<file path="src/design/assert_macros.svh">
// Assertion macros shared by the tile map render core.
// Holds only macro definitions; tsr_div_pipe and tsr_lookup include it.
`ifndef ASSERT_MACROS_SVH
`define ASSERT_MACROS_SVH

// Checks an implication in the same clock cycle.
`define TSR_ASSERT_NOW(label, clk, rst, pre, post, msg) \
   label: assert property (@(posedge clk) disable iff (rst) (pre) |-> (post)) else $error(msg);

// Checks an implication in the following clock cycle.
`define TSR_ASSERT_NEXT(label, clk, rst, pre, post, msg) \
   label: assert property (@(posedge clk) disable iff (rst) (pre) |=> (post)) else $error(msg);

`endif

</file>
<file path="src/design/tsr_pkg.sv">
// Shared types, codes and widths of the tile map render core.
// No dependencies; tsr_div_pipe, tsr_lookup and the top level import it.
`timescale 1ns / 1ps

package tsr_pkg;

   // Default sizes of the stores.
   localparam int MAP_SIZE_MAX_DEF = 128;
   localparam int TILE_COUNT_DEF   = 64;
   localparam int TILE_DIM         = 64;
   localparam int TILE_TEXELS      = TILE_DIM * TILE_DIM;

   // Field widths.
   localparam int CMD_W   = 2;
   localparam int POS_W   = 12;
   localparam int TILE_W  = 6;
   localparam int TEX_W   = 6;
   localparam int COLOR_W = 8;
   localparam int MSIZE_W = 8;
   localparam int SIZE_W  = 9;
   localparam int LEN_W   = 13;
   localparam int TIDX_W  = 8;
   localparam int PROD_W  = POS_W + SIZE_W;
   localparam int DIV_W   = PROD_W + TEX_W;
   localparam int RGB_W   = 3 * COLOR_W;

   localparam int REQ_DATA_W = 80;
   localparam int RSP_DATA_W = RGB_W;

   // Command codes.
   localparam logic [CMD_W-1:0] CMD_MAP     = 2'd0;
   localparam logic [CMD_W-1:0] CMD_TEXEL   = 2'd1;
   localparam logic [CMD_W-1:0] CMD_PALETTE = 2'd2;
   localparam logic [CMD_W-1:0] CMD_RENDER  = 2'd3;

   typedef struct packed {
      logic [CMD_W-1:0]   cmd;
      logic [POS_W-1:0]   pos_x;
      logic [POS_W-1:0]   pos_y;
      logic [TILE_W-1:0]  tile_number;
      logic [TEX_W-1:0]   texel_x;
      logic [TEX_W-1:0]   texel_y;
      logic [COLOR_W-1:0] color_index;
      logic [COLOR_W-1:0] red;
      logic [COLOR_W-1:0] green;
      logic [COLOR_W-1:0] blue;
   } item_type;

   // Effective configuration seen by the datapath.
   typedef struct packed {
      logic [SIZE_W-1:0] size;
      logic [LEN_W-1:0]  width;
      logic [LEN_W-1:0]  height;
   } cfg_type;

   // One lane of the restoring divider: partial remainder and shifting quotient.
   typedef struct packed {
      logic [LEN_W-1:0] rem;
      logic [DIV_W-1:0] quo;
   } div_lane_type;

   typedef struct packed {
      item_type     item;
      div_lane_type lane_x;
      div_lane_type lane_y;
   } div_stage_type;

   // One restoring division step: brings in one dividend bit, emits one quotient bit.
   function automatic div_lane_type div_step(div_lane_type lane, logic [LEN_W-1:0] divisor);
      logic [LEN_W:0] trial;
      logic           fits;
      div_lane_type   res;
      trial   = {lane.rem, lane.quo[DIV_W-1]};
      fits    = trial >= {1'b0, divisor};
      res.rem = fits ? LEN_W'(trial - {1'b0, divisor}) : trial[LEN_W-1:0];
      res.quo = {lane.quo[DIV_W-2:0], fits};
      return res;
   endfunction

endpackage

</file>
<file path="src/design/tsr_div_pipe.sv">
// Input register, coordinate scaling multiply and pipelined restoring dividers.
// Depends on tsr_pkg and assert_macros.svh.
`timescale 1ns / 1ps
`include "assert_macros.svh"

module tsr_div_pipe (
   input  logic                   clock,
   input  logic                   reset,
   input  tsr_pkg::cfg_type       cfg,
   input  logic                   in_valid,
   output logic                   in_ready,
   input  tsr_pkg::item_type      in_item,
   output logic                   out_valid,
   input  logic                   out_ready,
   output tsr_pkg::div_stage_type out_stage
);
   import tsr_pkg::*;

   // Stage 0 registers the item, stage 1 the products, then one quotient bit per stage.
   localparam int LAST = DIV_W + 1;

   div_stage_type   stage_ff [LAST+1];
   div_stage_type   stage_in [LAST+1];
   logic [LAST:0]   valid_ff;
   logic [LAST:0]   valid_in;
   logic [LAST:0]   adv;
   logic [PROD_W-1:0] prod_x;
   logic [PROD_W-1:0] prod_y;

   // Stage 0 takes the raw item.
   always_comb begin
      stage_in[0]        = '0;
      stage_in[0].item   = in_item;
      valid_in[0]        = in_valid;
   end

   // Stage 1 scales the pixel position by the map size; the dividend carries 6 extra bits.
   always_comb begin
      prod_x = PROD_W'(stage_ff[0].item.pos_x) * PROD_W'(cfg.size);
      prod_y = PROD_W'(stage_ff[0].item.pos_y) * PROD_W'(cfg.size);
      stage_in[1]            = '0;
      stage_in[1].item       = stage_ff[0].item;
      stage_in[1].lane_x.quo = {prod_x, TEX_W'(0)};
      stage_in[1].lane_y.quo = {prod_y, TEX_W'(0)};
      valid_in[1]            = valid_ff[0];
   end

   // Divider stages.
   for (genvar k = 2; k <= LAST; k++) begin : g_step
      always_comb begin
         stage_in[k].item   = stage_ff[k-1].item;
         stage_in[k].lane_x = div_step(stage_ff[k-1].lane_x, cfg.width);
         stage_in[k].lane_y = div_step(stage_ff[k-1].lane_y, cfg.height);
         valid_in[k]        = valid_ff[k-1];
      end
   end

   // A stage moves when it is empty or the stage after it moves.
   for (genvar k = 0; k <= LAST; k++) begin : g_stage
      if (k == LAST) begin : g_tail
         assign adv[k] = !valid_ff[k] || out_ready;
      end else begin : g_body
         assign adv[k] = !valid_ff[k] || adv[k+1];
      end

      always_ff @(posedge clock) begin
         if (reset) begin
            valid_ff[k] <= 1'b0;
         end else if (adv[k]) begin
            valid_ff[k] <= valid_in[k];
         end
      end

      always_ff @(posedge clock) begin
         if (adv[k]) begin
            stage_ff[k] <= stage_in[k];
         end
      end
   end

   assign in_ready  = adv[0];
   assign out_valid = valid_ff[LAST];
   assign out_stage = stage_ff[LAST];

   // A stalled tail keeps its transaction.
   `TSR_ASSERT_NEXT(a_tail_hold, clock, reset, valid_ff[LAST] && !out_ready,
      valid_ff[LAST] && $stable(stage_ff[LAST].item), "divider tail lost a stalled transaction")
   // The input can only be blocked when the tail is holding a transaction.
   `TSR_ASSERT_NOW(a_block_full, clock, reset, !in_ready, valid_ff[LAST] && !out_ready,
      "divider blocked input without a stalled tail")

endmodule

</file>
<file path="config.mk">
export PLATFORM = sky130hd
export DESIGN_NAME = tsr_div_pipe
export DESIGN_NICKNAME = d
export VERILOG_FILES = /design/src/design/tsr_pkg.sv /design/src/design/tsr_div_pipe.sv
export VERILOG_INCLUDE_DIRS = /design/src /design/src/design
export SDC_FILE = /design/constraint.sdc
export NUM_CORES = 2
export LEC_CHECK = 0
export BUFFER_PORTS_ARGS = -buffer_cell sky130_fd_sc_hd__buf_2
export CAP_MARGIN = 5
export CORE_ASPECT_RATIO = 1.2
export CORE_MARGIN = 2
export CORE_UTILIZATION = 57
export DETAILED_ROUTE_END_ITERATION = 8
export GPL_TIMING_DRIVEN = 0
export PLACE_DENSITY_LB_ADDON = 0.15
export SYNTH_ARGS = -nofsm -noshare
export SYNTH_HDL_FRONTEND = slang
export SYNTH_MEMORY_MAX_BITS = 65536
export SYNTH_SLANG_ARGS = --single-unit
</file>
<file path="constraint.sdc">
create_clock -name clock -period 13.3 [get_ports clock]
set_input_delay 0.665 -clock clock [delete_from_list [all_inputs] [get_ports clock]]
set_output_delay 0.665 -clock clock [all_outputs]
set_load 0.02 [all_outputs]
</file>
-- Yosys cells after proc, flatten, opt, wreduce, memory -nomap -nowiden
Memory sizes are Yosys's and may differ from the RTL's.
Index checks and enable logic that the tools add are counted.
Widths: inputs -> output; s select.
- reduce and logical (&&, ||, !) cells: 58
- mux-type cells: 112
- multiply operators: 2
- $add $sub $neg: 54
- order comparisons: 54
- operators with widths (kind ; count):
    $ge 14x13->1 ; 54
    $mux 13 ; 54
    $sub 13x13->13 ; 54
    $mux 1 ; 58
    $mul 12x9->21 ; 2
    $logic_not 1->1 ; 29
    $logic_or 1x1->1 ; 29
- memories: 1
- logic and storage cells: 310
- register bits after elaboration: 29
- input port bits: 115
- RAM bits: 4524
- memory list (name ; words ; width ; rd ports ; clocked after Yosys merged registers in ; wr ports ; line ; source):
    stage_ff ; 29 ; 156 ; 29 ; 0 ; 29 ; tsr_div_pipe.sv:22 ; div_stage_type stage_ff [LAST+1];

-- Depth between registers and ports, before layout
- word-level depth: 32
- mapped depth: 19

-- Worst setup path before layout
No wires, ideal clock.
- path type: input port to flip-flop
- start point: input out_ready
- end point: memory stage_ff[0][2028] in the netlist's numbering (enable)
- buffers on the path: 0
- arrival time: 12280 ps
- stages: 8
- library setup time: 509 ps
- slack: 511 ps
- required time: 12791 ps
- path through: nor2b_4 inv_2 nor4_4 inv_1 nor3_2 inv_1 nor2_1 nand2_1
- RTL lines (item ; line ; source):
    start, declared ; tsr_div_pipe.sv:14 ; input logic out_ready,
    end, declared ; tsr_div_pipe.sv:22 ;

==> flow_metrics.tcl <==
set metrics [dict create \
    rr_worst_depth 18 \
    status "finished clean" \
    netlist_area_um2 170000 \
    die_x_um 503 \
    ant_nets 0 \
    netlist-cell-type-count 80 \
    clock_latency_ns 0.92 \
    first_pass_iters 7 \
    yosysTopAreaCellShare 0.727 \
    start_util 0.573 \
    gp_congestion 0.897 \
    ys.flop_type "edfxtp_1" \
    layout_commonest_cell "edfxtp_1" \
    synth_seq_cells 4153 \
    cts.path.max_buffers 4 \
    cp_max_fo 9 \
    dp_hpwl_um 207000 \
    yosysTopAreaCell "edfxtp_1" \
    clock_skew_ns 0.0972 \
    ctsHtreeMaxLevel 5 \
    gr-total-overflow 0 \
    cp.arrival_ns 6.60 \
    post-route-period-util 0.452 \
    design_area_um2 192000 \
    first_iter_violations 5120 \
    numCtsBuffers 389 \
    grt_pass1_wl_um 492000 \
    holdPathStages 4 \
    yosysSeqAreaShare 0.731 \
    synth_edf_count 4124 \
    grtUsageTotal 0.208 \
    drc_errors 0 \
    layout.filler_cells 20300 \
    final_cell_mix "edfxtp_1 (4124), ha_1 (762), mux2_2 (525), a21oi_1 (474), clkbuf_16 (393)" \
    drive_above_1_share 0.159 \
    viasPerCell 5.52 \
    dp.cells 14300 \
    yosys-mux-area-fraction 0.0391 \
    utilization 0.645 \
    maxCapViolations 0 \
    synth_top_family_by_area "adder cells" \
    power_density_nw_per_um2 208 \
    cts_resized 0 \
    synthTopCellsByArea "edfxtp_1 (73%), ha_1 (5.6%), mux2_2 (3.5%), fa_1 (2.3%), xnor2_1 (1.9%)" \
    final_max_slew_viol_count 0 \
    yosysWarnings 0 \
    hold_viol_final 0 \
    stdcell_count 15100 \
    startpoint_type "flop" \
    cts.sinks 4153 \
    rows 219 \
    vias 83300 \
    io-pin-count 273 \
    cts_setup_buffers 0 \
    syn2layout_area_growth_pct 12.5 \
    antenna_found_initial 6 \
    synthSimpleGateAreaFrac 0.0472 \
    worstMarginPinSlew_ns 1.11 \
    grt_pass1_vias 86600 \
    cts_hold_buf 77 \
    routed_wl_um 314000 \
    core_um2 297000 \
    setup_viol 0 \
    fmax_ghz 0.166 \
    worstSetupPathType "flop to flop" \
    cts_tree "done" \
    synth_cells 9980 \
    clk_pin_slew_ns 0.06 \
    post_dp_cell_area_um2 179000 \
    yosys.area_share.adder 0.0788 \
    synth-compound-area-share 0.0593 \
    fin_nets 11900 \
    dieArea_um2 303000 \
    syn-num-nets 11100 \
    hp-class "input port to flop" \
    synthXorXnorAreaFrac 0.0274 \
    grt_max_degree 118 \
    vdd.ir_drop.worst_mv 0.151 \
    max-slew-margin-rel 0.255 \
    fp.dieH_um 603 \
    async_flop_share 0 \
    endpoint_kind "flop" \
    fin_crit_ns 6.02 \
    cts-root-buf "clkbuf_16" \
    rsz0062_at_grt "no" \
    wl_per_cell_um 20.8 \
    avgSynthCellArea_um2 17.1 \
    leakage_nw 75.8 \
    required_ns 13.89 \
    portBuffers 270 \
]
power by group:
group | switching [mW] | leakage (nW) | internal, mW | total, mW
sequential | 1.07 | 45.1 | 17.5 | 18.6
clock | 4.61 | 5.87 | 5.91 | 10.5
combinational | 5.55 | 24.8 | 5.25 | 10.8
total | 11.2 | 75.8 | 28.7 | 39.9
through the flow:
step / hold WS, ns / TNS [ns] / power, mW / setup slack (ns)
floorplan: 0.400 / 0 / 26.8 / 0.511
global placement: 0.400 / -3495.90 / 29.1 / -5.86
detailed placement: 0.405 / 0 / 29.5 / 6.84
CTS: 0.0297 / 0 / 40.2 / 7.14
global route: 0.0531 / 0 / 42.0 / 6.95
finish: 0.113 / 0 / 39.9 / 7.28
cells in the mapped netlist, drive strengths merged (29+ instances only):
library cell and count:
edfxtp 4124, ha 762, mux2 547, a21oi 476
nand2 376, nor2 371, inv 370, xnor2 368
o21ai 245, buf 208, o21a 203, a21o 197
fa 194, xor2 165, nor2b 158, nand4 148
nor3 126, and2 94, nand3 78, o41ai 68
nand2b 63, o31ai 63, or3 55, and3 50
o31a 49, a211oi 41, clkbuf 41, mux2i 41
o22ai 35, a31oi 30, dfxtp 29
flip-flops by register name, indices dropped and copies added, names as in the netlist:
register and cells:
stage_ff 4124, out_valid 1, valid_ff 28
layer usage:
layer,vias up,track usage,part of all wire
met5,-,0,0.000041
met1,41100,0.272,0.42
met3,598,0.0274,0.038
li1,40000,-,-
met4,2,0.0724,0.035
met2,1694,0.360,0.51
layout make-up:
type                            instances  area (um^2)  area share
Sequential cell                      4153       124000       0.649
Antenna cell                            1         2.50   0.0000131
Inverter                              370         1440     0.00752
Multi-Input combinational cell       5208        43000       0.225
Timing Repair Buffer                  429         4070      0.0212
Clock inverter                        238         1960      0.0102
Tap cell                             3978         4980      0.0260
Buffer                                249         1620     0.00845
Clock buffer                          461        10100      0.0527
logic make-up after synthesis:
group | count (synthesis)
muxes | 588
xor gates and xnor gates | 533
buffers and inverters | 619
and+or+nand+nor | 1606
DFF | 4153
AOI/OAI and AO/OA | 1525
adders and majority gates | 956
worst max-delay path: stages, from the launching register on:
cell and delay [ns]:
edfxtp_1 0.43, clkbuf_1 0.32, and2_1 0.26, fa_1 0.54
inv_1 0.06, fa_1 0.49, inv_1 0.04, ha_1 0.26
inv_1 0.06, fa_1 0.59, inv_1 0.06, ha_1 0.30
a211o_1 0.34, a2111oi_1 0.59, nor2_1 0.16, a41oi_1 0.41
o22ai_1 0.20, o41ai_1 0.45, xnor2_1 0.18
path summary, 6_finish.rpt:
path	to	startpoint	slack, ns
max	stage_ff[0][181]$_DFFE_PP_	stage_ff[0][133]$_DFFE_PP_	7.28
max reg2reg	stage_ff[0][181]$_DFFE_PP_	stage_ff[0][133]$_DFFE_PP_	7.28
min reg2reg	stage_ff[1][823]$_DFFE_PP_	stage_ff[1][666]$_DFFE_PP_	0.34
min	out_valid$_SDFFE_PP0P_	out_ready	0.11
Note: power is estimated with default switching activity, not from simulation.
